## src/design/cenc_pkg.sv

```systemverilog
// ----------------------------------------------------------------------------
// cenc_pkg: shared types and constants
// Widths, reset values and encoder cell tap masks for the K=7 rate-1/2
// convolutional encoder.
// ----------------------------------------------------------------------------
`timescale 1ns / 1ps
`default_nettype none

package cenc_pkg;

   localparam int FFT_SIZE_DEFAULT    = 64;
   localparam int PILOT_SPACING_RESET = 4;

   localparam int BYTE_W   = 8;
   localparam int NIBBLE_W = 4;
   localparam int STATE_W  = 6;
   localparam int CNT_W    = 13;
   localparam int PAIR_W   = 2;
   localparam int CELL_COUNT = STATE_W / PAIR_W;
   localparam int PAIR_IDX_W = 2;

   typedef logic [CNT_W-1:0]    count_type;
   typedef logic [NIBBLE_W-1:0] nibble_type;
   typedef logic [PAIR_W-1:0]   pair_type;
   typedef logic [2*NIBBLE_W-1:0] tap_mask_type;

   typedef enum logic {
      KIND_SYMBOL = 1'b0,
      KIND_STATE  = 1'b1
   } result_kind_type;

   typedef struct packed {
      logic      busy;
      count_type frame_len;
   } frame_len_status_type;

   // Two mask bits per nibble bit: {state bit 2k+1, state bit 2k} of cell k.
   localparam tap_mask_type CELL_TAPS [CELL_COUNT] = '{
      8'b1111_1110,
      8'b0010_0101,
      8'b0101_1011
   };

endpackage

`default_nettype wire

```

## src/design/cenc_cell.sv

```systemverilog
// ----------------------------------------------------------------------------
// cenc_cell: encoder shift cell
// Holds two bits of the encoder shift register, passes them to the next cell
// on each shift and folds its taps into the running parity of the nibble.
// ----------------------------------------------------------------------------
`timescale 1ns / 1ps
`default_nettype none

module cenc_cell #(
   parameter cenc_pkg::tap_mask_type TAP_MASK = '0
) (
   input  wire                   clock,
   input  wire                   reset,
   input  wire                   shift_en,
   input  wire cenc_pkg::pair_type   pair_in,
   output cenc_pkg::pair_type        pair_out,
   input  wire cenc_pkg::nibble_type par_in,
   output cenc_pkg::nibble_type      par_out
);
   import cenc_pkg::*;

   pair_type pair_ff;

   always_ff @(posedge clock) begin
      if (reset) begin
         pair_ff <= '0;
      end else if (shift_en) begin
         pair_ff <= pair_in;
      end
   end

   always_comb begin
      for (int n = 0; n < NIBBLE_W; n++) begin
         par_out[n] = par_in[n] ^ (^(TAP_MASK[2*n +: 2] & pair_ff));
      end
   end

   assign pair_out = pair_ff;

endmodule

`default_nettype wire

```

## src/design/cenc_frame_len.sv

```systemverilog
// ----------------------------------------------------------------------------
// cenc_frame_len: frame length unit
// Holds the frame length FFT_SIZE - FFT_SIZE/spacing (FFT_SIZE at spacing 0);
// register writes redo it via restoring divider, one quotient bit per cycle.
// ----------------------------------------------------------------------------
`timescale 1ns / 1ps
`default_nettype none

module cenc_frame_len #(
   parameter int FFT_SIZE = cenc_pkg::FFT_SIZE_DEFAULT
) (
   input  wire                               clock,
   input  wire                               reset,
   input  wire                               start,
   input  wire cenc_pkg::count_type          spacing,
   output cenc_pkg::frame_len_status_type    status
);
   import cenc_pkg::*;

   localparam int QW = $clog2(FFT_SIZE + 1);
   localparam int IW = $clog2(QW + 1);
   localparam count_type FULL_LEN  = CNT_W'(FFT_SIZE);
   localparam count_type RESET_LEN = CNT_W'(FFT_SIZE - FFT_SIZE / PILOT_SPACING_RESET);

   logic              busy_ff;
   count_type         divisor_ff;
   count_type         rem_ff;
   logic [QW-1:0]     quo_ff;
   logic [IW-1:0]     iter_ff;
   count_type         frame_len_ff;

   logic [CNT_W:0]    rem_shift;
   logic [CNT_W:0]    rem_diff;
   logic              fits;
   count_type         rem_in;
   logic [QW-1:0]     quo_in;

   always_comb begin
      rem_shift = {rem_ff, quo_ff[QW-1]};
      rem_diff  = rem_shift - {1'b0, divisor_ff};
      fits      = (rem_shift >= {1'b0, divisor_ff});
      rem_in    = fits ? rem_diff[CNT_W-1:0] : rem_shift[CNT_W-1:0];
      quo_in    = {quo_ff[QW-2:0], fits};
   end

   always_ff @(posedge clock) begin
      if (reset) begin
         busy_ff      <= 1'b0;
         frame_len_ff <= RESET_LEN;
      end else if (busy_ff) begin
         if (iter_ff == IW'(1)) begin
            busy_ff      <= 1'b0;
            frame_len_ff <= FULL_LEN - CNT_W'(quo_in);
         end
      end else if (start) begin
         if (spacing == '0) begin
            frame_len_ff <= FULL_LEN;
         end else begin
            busy_ff <= 1'b1;
         end
      end
   end

   always_ff @(posedge clock) begin
      if (busy_ff) begin
         rem_ff  <= rem_in;
         quo_ff  <= quo_in;
         iter_ff <= iter_ff - IW'(1);
      end else if (start) begin
         divisor_ff <= spacing;
         rem_ff     <= '0;
         quo_ff     <= QW'(FFT_SIZE);
         iter_ff    <= IW'(QW);
      end
   end

   assign status.busy      = busy_ff;
   assign status.frame_len = frame_len_ff;

endmodule

`default_nettype wire

```

## src/design/conv_encoder_k7_rate_half_top.sv

```systemverilog
// ----------------------------------------------------------------------------
// conv_encoder_k7_rate_half_top: K=7 rate-1/2 convolutional encoder
// Encodes data bytes with generators 133/171 into coded nibbles that fill
// frames of FFT_SIZE - FFT_SIZE/pilot_spacing symbols, with a state report
// at each frame end.
//
// Use: an item on req_ carries one data byte. The byte is coded two bits per
// nibble, low bits first; each nibble leaves on rsp_ as one item with
// rsp_result_kind 0. When a frame fills, the rest of the byte is dropped and
// an item with rsp_result_kind 1 carries the 6-bit encoder state. rsp_last
// marks the final item caused by a byte.
// Timing: a taken byte is held in the byte register, and each item it
// causes is registered on rsp_. The three-cell shift chain codes one nibble
// per cycle while rsp_ready does not stall it; a byte gives one item per
// coded nibble, plus a state report when it closes a frame, and the next byte
// is taken in the cycle its predecessor's last item is produced. A csr_ write
// with nonzero spacing starts a bit-serial divide; req_ready and csr_ready
// are low meanwhile. A new length applies from the next frame start.
// Reset: encoder state and symbol count clear, pilot spacing returns to 4.
// A stalled rsp_ready holds the output item and stops coding; one byte is
// buffered inside.
// ----------------------------------------------------------------------------
`timescale 1ns / 1ps
`default_nettype none

module conv_encoder_k7_rate_half_top #(
   parameter int FFT_SIZE = cenc_pkg::FFT_SIZE_DEFAULT
) (
   input  wire                      clock,
   input  wire                      reset,
   input  wire                      csr_valid,
   output logic                     csr_ready,
   input  wire [cenc_pkg::CNT_W-1:0]    csr_pilot_spacing,
   input  wire                      req_valid,
   output logic                     req_ready,
   input  wire [cenc_pkg::BYTE_W-1:0]   req_data_byte,
   output logic                     rsp_valid,
   input  wire                      rsp_ready,
   output logic                     rsp_result_kind,
   output logic [cenc_pkg::NIBBLE_W-1:0] rsp_coded_bits,
   output logic [cenc_pkg::STATE_W-1:0]  rsp_final_state,
   output logic                     rsp_last
);
   import cenc_pkg::*;

   frame_len_status_type len_status;

   logic                  work_valid_ff;
   logic [BYTE_W-1:0]     byte_ff;
   logic [PAIR_IDX_W-1:0] pair_ff;
   logic                  report_ff;
   count_type             count_ff;
   count_type             frame_symbols_ff;

   logic                  rsp_valid_ff;
   result_kind_type       rsp_kind_ff;
   nibble_type            rsp_bits_ff;
   logic [STATE_W-1:0]    rsp_state_ff;
   logic                  rsp_last_ff;

   logic                  out_free;
   logic                  step;
   logic                  first_step;
   count_type             eff_frame;
   logic                  is_report;
   count_type             count_next;
   logic                  step_done;
   logic                  go_report;
   logic                  req_take;
   pair_type              in_bits;
   pair_type              chain_pair [CELL_COUNT+1];
   nibble_type            chain_par  [CELL_COUNT+1];
   logic [STATE_W-1:0]    enc_state;

   cenc_frame_len #(
      .FFT_SIZE (FFT_SIZE)
   ) u_frame_len (
      .clock   (clock),
      .reset   (reset),
      .start   (csr_valid && csr_ready),
      .spacing (csr_pilot_spacing),
      .status  (len_status)
   );

   assign csr_ready = !len_status.busy;

   always_comb begin
      in_bits       = byte_ff[{pair_ff, 1'b0} +: PAIR_W];
      chain_pair[0] = {in_bits[0], in_bits[1]};
      chain_par[0]  = {in_bits[1] ^ in_bits[0], in_bits[1], in_bits[0], in_bits[0]};
   end

   for (genvar k = 0; k < CELL_COUNT; k++) begin : g_cell
      cenc_cell #(
         .TAP_MASK (CELL_TAPS[k])
      ) u_cell (
         .clock    (clock),
         .reset    (reset),
         .shift_en (step && !is_report),
         .pair_in  (chain_pair[k]),
         .pair_out (chain_pair[k+1]),
         .par_in   (chain_par[k]),
         .par_out  (chain_par[k+1])
      );
      assign enc_state[PAIR_W*k +: PAIR_W] = chain_pair[k+1];
   end

   always_comb begin
      out_free   = !rsp_valid_ff || rsp_ready;
      step       = work_valid_ff && out_free;
      first_step = !report_ff && (pair_ff == '0) && (count_ff == '0);
      eff_frame  = first_step ? len_status.frame_len : frame_symbols_ff;
      is_report  = report_ff || (count_ff >= eff_frame);
      count_next = count_ff + CNT_W'(1);
      go_report  = !is_report && (count_next >= eff_frame);
      step_done  = is_report || (!go_report && (pair_ff == PAIR_IDX_W'(3)));
      req_take   = !len_status.busy && (!work_valid_ff || (step && step_done));
   end

   assign req_ready = req_take;

   always_ff @(posedge clock) begin
      if (reset) begin
         work_valid_ff    <= 1'b0;
         count_ff         <= '0;
         frame_symbols_ff <= '0;
      end else begin
         if (req_valid && req_take) begin
            work_valid_ff <= 1'b1;
         end else if (step && step_done) begin
            work_valid_ff <= 1'b0;
         end
         if (step) begin
            if (first_step) begin
               frame_symbols_ff <= len_status.frame_len;
            end
            count_ff <= is_report ? '0 : count_next;
         end
      end
   end

   always_ff @(posedge clock) begin
      if (req_valid && req_take) begin
         byte_ff   <= req_data_byte;
         pair_ff   <= '0;
         report_ff <= 1'b0;
      end else if (step && !is_report) begin
         pair_ff   <= pair_ff + PAIR_IDX_W'(1);
         report_ff <= go_report;
      end
   end

   always_ff @(posedge clock) begin
      if (reset) begin
         rsp_valid_ff <= 1'b0;
      end else if (step) begin
         rsp_valid_ff <= 1'b1;
      end else if (rsp_ready) begin
         rsp_valid_ff <= 1'b0;
      end
   end

   always_ff @(posedge clock) begin
      if (step) begin
         rsp_kind_ff  <= is_report ? KIND_STATE : KIND_SYMBOL;
         rsp_bits_ff  <= is_report ? '0 : chain_par[CELL_COUNT];
         rsp_state_ff <= is_report ? enc_state : '0;
         rsp_last_ff  <= step_done;
      end
   end

   assign rsp_valid       = rsp_valid_ff;
   assign rsp_result_kind = rsp_kind_ff;
   assign rsp_coded_bits  = rsp_bits_ff;
   assign rsp_final_state = rsp_state_ff;
   assign rsp_last        = rsp_last_ff;

   a_report_is_last : assert property (@(posedge clock) disable iff (reset)
      rsp_valid && (rsp_result_kind == KIND_STATE) |-> rsp_last)
      else $error("state report not marked last");

   a_count_in_frame : assert property (@(posedge clock) disable iff (reset)
      count_ff <= frame_symbols_ff || count_ff == '0)
      else $error("symbol count beyond frame length");

   a_no_take_while_dividing : assert property (@(posedge clock) disable iff (reset)
      len_status.busy |-> !req_ready)
      else $error("byte taken during frame length update");

   a_symbol_counts : assert property (@(posedge clock) disable iff (reset)
      step && !is_report |=> count_ff == $past(count_next))
      else $error("symbol count did not advance");

endmodule

`default_nettype wire
```

## config.mk

```make
export PLATFORM = sky130hd
export DESIGN_NAME = conv_encoder_k7_rate_half_top
export DESIGN_NICKNAME = d
export VERILOG_FILES = /design/src/design/cenc_pkg.sv /design/src/design/cenc_cell.sv /design/src/design/cenc_frame_len.sv /design/src/design/conv_encoder_k7_rate_half_top.sv
export SDC_FILE = /design/constraint.sdc
export NUM_CORES = 1
export LEC_CHECK = 0
export ABC_AREA = 1
export BUFFER_PORTS_ARGS = -buffer_cell sky130_fd_sc_hd__buf_4
export CELL_PAD_IN_SITES_DETAIL_PLACEMENT = 1
export CELL_PAD_IN_SITES_GLOBAL_PLACEMENT = 2
export CORE_MARGIN = 10
export CORE_UTILIZATION = 37
export CTS_CLUSTER_DIAMETER = 120
export DETAILED_ROUTE_END_ITERATION = 7
export GPL_ROUTABILITY_DRIVEN = 0
export GPL_TIMING_DRIVEN = 0
export PLACE_DENSITY_LB_ADDON = 0.1
export SYNTH_ARGS = -nofsm -noshare
export SYNTH_HDL_FRONTEND = slang
export SYNTH_SLANG_ARGS = --single-unit
```

## constraint.sdc

```tcl
create_clock -name clock -period 4.3 [get_ports clock]
set_input_delay 0 -clock clock [delete_from_list [all_inputs] [get_ports clock]]
set_output_delay 0 -clock clock [all_outputs]
set_load 0.03 [all_outputs]
```

## Word level (Yosys, flattened, before mapping)

Index checks and enable logic that the tools add are counted.

- Bits of input ports: 26
- Bits in registers: 107
- Word-level logic and storage cells: 103

- Bitwise gates (word level): 13
- Reductions and logical operators: 36
- Eq/ne operators: 3
- Add/subtract/negate cells: 5
- Mux-type cells: 22
- Shift operators: 1
- Order comparisons: 3

Operator list:

| operator | number |
|---|---|
| 2-to-1 mux 13 bit | 9 |
| >= comparator 13 bit | 2 |
| zero test 13 bit | 2 |
| >= comparator 14 x 13 -> 1 bit | 1 |
| 2-to-1 mux 7 bit | 2 |
| parity 2 bit | 7 |
| adder 13 x 1 -> 13 bit (second input constant) | 1 |
| subtractor 13 bit | 1 |
| XOR 1 bit | 12 |
| logical AND 1 bit | 10 |
| 2-to-1 mux 1 bit | 9 |
| nonzero test 2 bit | 4 |
| variable part select 8 x 4 -> 2 bit | 1 |
| subtractor 7 x 7 -> 8 bit (first input constant) | 1 |
| zero test 1 bit | 6 |
| 2-to-1 mux 3 bit | 2 |
| logical OR 1 bit | 4 |
| equality test 3 x 1 -> 1 bit (second input constant) | 1 |
| AND reduction 3 bit | 1 |
| subtractor 3 x 1 -> 3 bit (second input constant) | 1 |
| adder 2 x 1 -> 2 bit (second input constant) | 1 |
| equality test 2 bit (second input constant) | 1 |
| zero test 2 bit | 1 |
| != test 2 bit (second input constant) | 1 |
| other kinds (2) | 2 |

## Longest topological paths before layout

- Word-level depth: 16
- Gate-level depth with buffers: 27

## Hierarchy

A second synthesis with hierarchy kept.

- Cell total of the unflattened synthesis: 794
- Area, all modules: 6167.2 µm²

Modules (own cells, without submodules):

| module | cells each | area an instance (µm²) | times used | seq. area each (µm²) |
|---|---|---|---|---|
| conv_encoder_k7_rate_half_top | 425 | 3149.3 | 1 | 1221.2 |
| cenc_frame_len | 303 | 2617.5 | 1 | 1261.2 |
| cenc_cell (g_cell[0].u_cell) | 28 | 152.6 | 1 | 40.0 |
| cenc_cell (g_cell[2].u_cell) | 21 | 132.6 | 1 | 40.0 |
| cenc_cell (g_cell[1].u_cell) | 17 | 115.1 | 1 | 40.0 |

## Worst setup path after synthesis

No wires, ideal clock.

- Kind: register to register
- Start: register pair_ff[0]
- End: register byte_ff[0] (enable)
- Slack: 0.898 ns
- Stages on the path, launching flop included: 19
- Required time: 4.027 ns
- Arrival: 3.129 ns
- Path buffers: 0
- Path through: dfxtp_1 -> inv_1 -> ha_1 -> nand2_1 -> inv_1 -> nand2_1 -> nor2_2 -> nand2_2 -> inv_1 -> o21ai_0 -> ha_1 -> nand2_1 -> nor2_1 -> a2111oi_0 -> nand3_1 -> nand2_1 -> nand2_1 -> nand3_2 -> inv_1

- Word-level cells in the longest chain between the ends: 15
- Elaborated cells on any way between the ends: 17

RTL lines:

| item | line | RTL |
|---|---|---|
| from (decl) | conv_encoder_k7_rate_half_top.sv:50 | `logic [PAIR_IDX_W-1:0] pair_ff;` |
| from (signal assigned) | conv_encoder_k7_rate_half_top.sv:148 | `pair_ff <= pair_ff + PAIR_IDX_W'(1);` |
| zero test 2 bit | conv_encoder_k7_rate_half_top.sv:111 | `first_step = !report_ff && (pair_ff == '0) && (count_ff == '0);` |
| logical AND 1 bit (2 in series) | conv_encoder_k7_rate_half_top.sv:111 |  |
| 2-to-1 mux 13 bit | -- |  |
| >= comparator 13 bit | conv_encoder_k7_rate_half_top.sv:113 | `is_report = report_ff \|\| (count_ff >= eff_frame);` |
| logical OR 1 bit | conv_encoder_k7_rate_half_top.sv:113 |  |
| zero test 1 bit | conv_encoder_k7_rate_half_top.sv:115 | `go_report = !is_report && (count_next >= eff_frame);` |
| logical AND 1 bit | conv_encoder_k7_rate_half_top.sv:115 |  |
| zero test 1 bit | conv_encoder_k7_rate_half_top.sv:116 | `step_done = is_report \|\| (!go_report && (pair_ff == PAIR_IDX_W'(3)));` |
| logical AND 1 bit | conv_encoder_k7_rate_half_top.sv:116 |  |
| logical OR 1 bit * | conv_encoder_k7_rate_half_top.sv:116 |  |
| net step_done | conv_encoder_k7_rate_half_top.sv:67 | `logic step_done;` |
| logical AND 1 bit * | conv_encoder_k7_rate_half_top.sv:117 | `req_take = !len_status.busy && (!work_valid_ff \|\| (step && step_done));` |
| logical OR 1 bit * | conv_encoder_k7_rate_half_top.sv:117 |  |
| logical AND 1 bit * | conv_encoder_k7_rate_half_top.sv:117 |  |
| logical AND 1 bit * | conv_encoder_k7_rate_half_top.sv:143 | `if (req_valid && req_take) begin` |
| to (signal assigned) | conv_encoder_k7_rate_half_top.sv:144 | `byte_ff <= req_data_byte;` |
| to (decl) | conv_encoder_k7_rate_half_top.sv:49 | `logic [BYTE_W-1:0] byte_ff;` |

Mark *: on every way through the listed nets, which the timed path passes. The rest lies on a longest branch.
A chain may end at the register's enable or synchronous reset.

## Worst setup path in the final report

- Start: register pair_ff[0]
- End: output port req_ready

- Word-level cells in the longest chain between the ends: 14
- Elaborated cells on any way between the ends: 16

RTL lines:

| item | line | RTL |
|---|---|---|
| zero test 2 bit | conv_encoder_k7_rate_half_top.sv:111 |  |
| logical AND 1 bit (2 in series) | conv_encoder_k7_rate_half_top.sv:111 |  |
| 2-to-1 mux 13 bit | -- |  |
| >= comparator 13 bit | conv_encoder_k7_rate_half_top.sv:113 |  |
| logical OR 1 bit | conv_encoder_k7_rate_half_top.sv:113 |  |
| zero test 1 bit | conv_encoder_k7_rate_half_top.sv:115 |  |
| logical AND 1 bit | conv_encoder_k7_rate_half_top.sv:115 |  |
| zero test 1 bit | conv_encoder_k7_rate_half_top.sv:116 |  |
| logical AND 1 bit | conv_encoder_k7_rate_half_top.sv:116 |  |
| logical OR 1 bit * | conv_encoder_k7_rate_half_top.sv:116 |  |
| net step_done | conv_encoder_k7_rate_half_top.sv:67 |  |
| logical AND 1 bit * | conv_encoder_k7_rate_half_top.sv:117 |  |
| logical OR 1 bit * | conv_encoder_k7_rate_half_top.sv:117 |  |
| logical AND 1 bit * | conv_encoder_k7_rate_half_top.sv:117 |  |
| to (decl) | conv_encoder_k7_rate_half_top.sv:35 | `output logic req_ready,` |

Marked as above.

==> flow_summary_export.csv <==
group,metric,value,unit
floorplanning,placementRows,45,
cts,cts_post_setup_buffers_inserted,0,
finish,diodes,0,
timing,skew,9.20,ps
timing,clock.fmax,255,MHz
floorplanning,die_y,145,microns
cts,cts_max_level,3,
critical_path,crit_required,4300,ps
yosys,netlist_instances,696,
timing,timing.slew.headroom,13.1,%
cts,path_clk_slew,80,ps
pwr,p_leak,3.16,nW
timing,fin_crit_sh,91.2,%
job,drv_cap,0,
drt,drt_first_pass_iters,4,
critical_path,critPathLaunch,"pair_ff[0]",
drt,ant_nets,0,
timing,drv_slew,0,
critical_path,rrSetupSlack,420,ps
hold_path,hold_path.class,"primary input to register",
timing,setup_violations,0,
global_route,grt_max_degree,24,
yosys,ys.flop_type,"edfxtp_1",
timing,rsz0062_at_grt,"no",
placed_design,dp_slack,-42.3,ps
finish,area_growth,19.2,%
timing,hold_slack,38.7,ps
yosys,synth_nets,761,
pwr,clkPwrFrac,24.3,%
floorplanning,start_util,37.8,%
global_route,grt_pass1_wl,26100,microns
finish,finalNonFillerCells,986,
critical_path,cp-end-kind,"primary output",
placed_design,post_dp_cell_area,6320,sq um
finish,drive_gt1_share,10.8,%
finish,fin_util,45.1,%
finish,fin_nets,835,
cts,clk_latency,360,ps
pwr,peakVddDrop,0.237,mV
floorplanning,io_pins,41,
drt,drc,0,
pwr,p_comb_share,39.3,%
timing,setup_ws,380,ps
global_route,grt_remaining_overflow,0,
cts,cts_tree,"done",
placed_design,hpwl,11700,microns
critical_path,rr_endpoint,"byte_ff[3]",
timing,min_period,3920,ps
drt,drt_iter0_drc,187,
floorplanning,dieArea,21000,sq um
hold_path,timing.hold.worst.start,"reset",
global_route,grt_usage,15.8,%
critical_path,timing.critical_path.from_type,"register",
drt,via_per_inst,4.86,
status,status,"complete, no violations",
global_route,grt_pass1_vias,5072,
drt,drt_wl_total,15600,microns
drt,num_vias,4790,
yosys,ys_ff_latch,102,
yosys,avgSynthCellArea,8.29,sq um
pwr,switching_share,40.0,%
critical_path,r2r_start,"pair_ff[0]",
pwr,pwr_density_cell,495,nW/um^2
cts,clockBufferDepth,2,
pwr,internal-power,2.04,mW
finish,finalInstanceArea,6880,sq um
floorplanning,core-area,15300,sq um
drt,detail_route.wl_per_cell,15.8,microns
timing,worst_slew_pin_slew,1300,ps
yosys,synth_area,5770,sq um
pwr,p_sw,1.36,mW
critical_path,arrival,3920,ps
cts,cts_buffers,9,
cts,cts-root-buf,"clkbuf_16",
floorplanning,fp.dieW,145,microns
hold_path,min_path_cells,2,
critical_path,worstSetupPathType,"register to primary output",
critical_path,worstPathMaxFanout,6,
pwr,seqPwrFrac,36.4,%
yosys,synth_cell_types,45,
yosys,async_flop_share,0,%
yosys,synth-warning-count,0,
timing,hold_violations,0,
placed_design,place_inst,946,
placed_design,portBuffers,39,
yosys,yosysSeqAreaShare,45.1,%
pwr,power,3.41,mW
critical_path,crit_path_end,"req_ready",
critical_path,rr_worst_depth,18,
yosys,synth_edf_count,56,
cts,cts.sinks,102,
global_route,antenna_found_initial,0,
timing,fin_tns_setup,0,ps
## power groups by stage
stage | registers (mW) | logic, mW | clock network (mW)
after floorplan | 1.29 | 0.899 | 0
after global placement | 1.26 | 1.29 | 0
after detailed placement | 1.26 | 1.32 | 0
after CTS | 1.24 | 1.35 | 0.860
after global routing | 1.26 | 1.54 | 0.894
final | 1.24 | 1.34 | 0.828
## layout by cell type, fill, tap and decap left out, types with 2 or more instances in the layout
| cell | instances |
|---|---|
| nand4_1 | 4 |
| clkbuf_16 | 9 |
| a21o_1 | 2 |
| edfxtp_1 | 56 |
| nor2_1 | 48 |
| xnor2_1 | 8 |
| inv_1 | 96 |
| buf_4 | 39 |
| clkinvlp_4 | 4 |
| o211ai_1 | 8 |
| o21ai_1 | 3 |
| a211oi_1 | 2 |
| nor2_4 | 4 |
| o21ai_0 | 36 |
| nand3b_1 | 2 |
| nor4_1 | 3 |
| dlygate4sd3_1 | 24 |
| nor3_1 | 5 |
| nand3_2 | 2 |
| or2_2 | 3 |
| a21oi_1 | 61 |
| buf_6 | 3 |
| ha_1 | 38 |
| clkbuf_1 | 13 |
| nand3_1 | 34 |
| nand2_1 | 164 |
| xor2_1 | 27 |
| mux2i_1 | 2 |
| dfxtp_1 | 46 |
| nand2_2 | 6 |
## synth_stat cells (all sizes together), types with 2 or more instances
cell type  instances  area, sq um
nand2            171          664
inv               99          374
a21oi             61          305
edfxtp            56         1680
nor2              53          226
dfxtp             46          921
o21ai             39          195
ha                38          475
nand3             37          208
xor2              27          236
clkbuf            13         48.8
o211ai             8         60.1
xnor2              8         70.1
buf                5         42.5
nor3               5         25.0
nand4              4         25.0
or2                4         27.5
nand3b             3         26.3
nor4               3         18.8
a211oi             2         15.0
a21o               2         15.0
mux2i              2         20.0
## worst max-delay path, cell delays in order, from the launching register on
cell       delay, ps
dfxtp_1          450
inv_1            170
ha_1             240
nand2_1           70
inv_1             30
nand2_1          170
nor2_4            80
nand2_2          140
inv_1            120
o21ai_0          380
ha_1             340
nand2_1          100
nor2_1            60
a2111oi_2        450
nand3_1          240
nand2_1          100
nand2_1          100
nand2_1           70
inv_1             60
buf_4            170
## routing by layer
layer	GRT usage [%]	routed length, microns	vias up
met5	0	0	-
met4	3.35	154	0
met3	3.65	437	13
met2	26.7	7460	50
met1	20.2	7570	2302
li1	-	-	2425
## worst min-delay path by stage
stage             endpoint  slack (ps)
3_5_place_dp    byte_ff[2]         180
5_1_grt        count_ff[1]          70
2_1_floorplan   byte_ff[0]         100
6_report       count_ff[2]          40
4_1_cts        count_ff[2]          30
3_3_place_gp    byte_ff[2]         180
## repair_timing
item | in CTS | in global routing
cloned | 0 | 0
resized for setup | 1 | 4
setup endpoints to repair | 9 | 9
hold buffers | 24 | 0
hold endpoints to repair | 27 | 0
## cell families (layout without fill, tap and decap cells)
| family | after synthesis | count (layout) | synth area share [%] |
|---|---|---|---|
| mux | 2 | 2 | 0.347 |
| xor+xnor | 35 | 35 | 5.31 |
| fa+ha+maj | 39 | 39 | 8.59 |
| flops | 102 | 102 | 45.1 |
| simple gates | 282 | 282 | 21.4 |
| buf+inv | 118 | 197 | 8.13 |
| compound gates | 118 | 118 | 11.1 |
## sequential cells by signal, summed over array words and instances (netlist names)
name                      flops
rsp_last                      1
rsp_result_kind               1
rsp_final_state               6
rsp_coded_bits                4
u_frame_len.busy_ff           1
work_valid_ff                 1
g_cell.u_cell.pair_out        6
pair_ff                       2
u_frame_len.quo_ff            7
u_frame_len.frame_len_ff      8
byte_ff                       8
frame_symbols_ff             13
u_frame_len.divisor_ff       13
count_ff                     13
report_ff                     1
u_frame_len.iter_ff           3
rsp_valid                     1
u_frame_len.rem_ff           13
## layout make-up
| class | count | area [sq um] |
|---|---|---|
| Tap cell | 211 | 264 |
| Multi-Input combinational cell | 476 | 2710 |
| Sequential cell | 102 | 2600 |
| Timing Repair Buffer | 63 | 533 |
| Buffer | 18 | 91.3 |
| Inverter | 100 | 382 |
| Clock buffer | 10 | 239 |
| Fill cell | 1811 | 8380 |
| Clock inverter | 6 | 56.3 |
No activity file was read; power rests on OpenSTA's default activity.
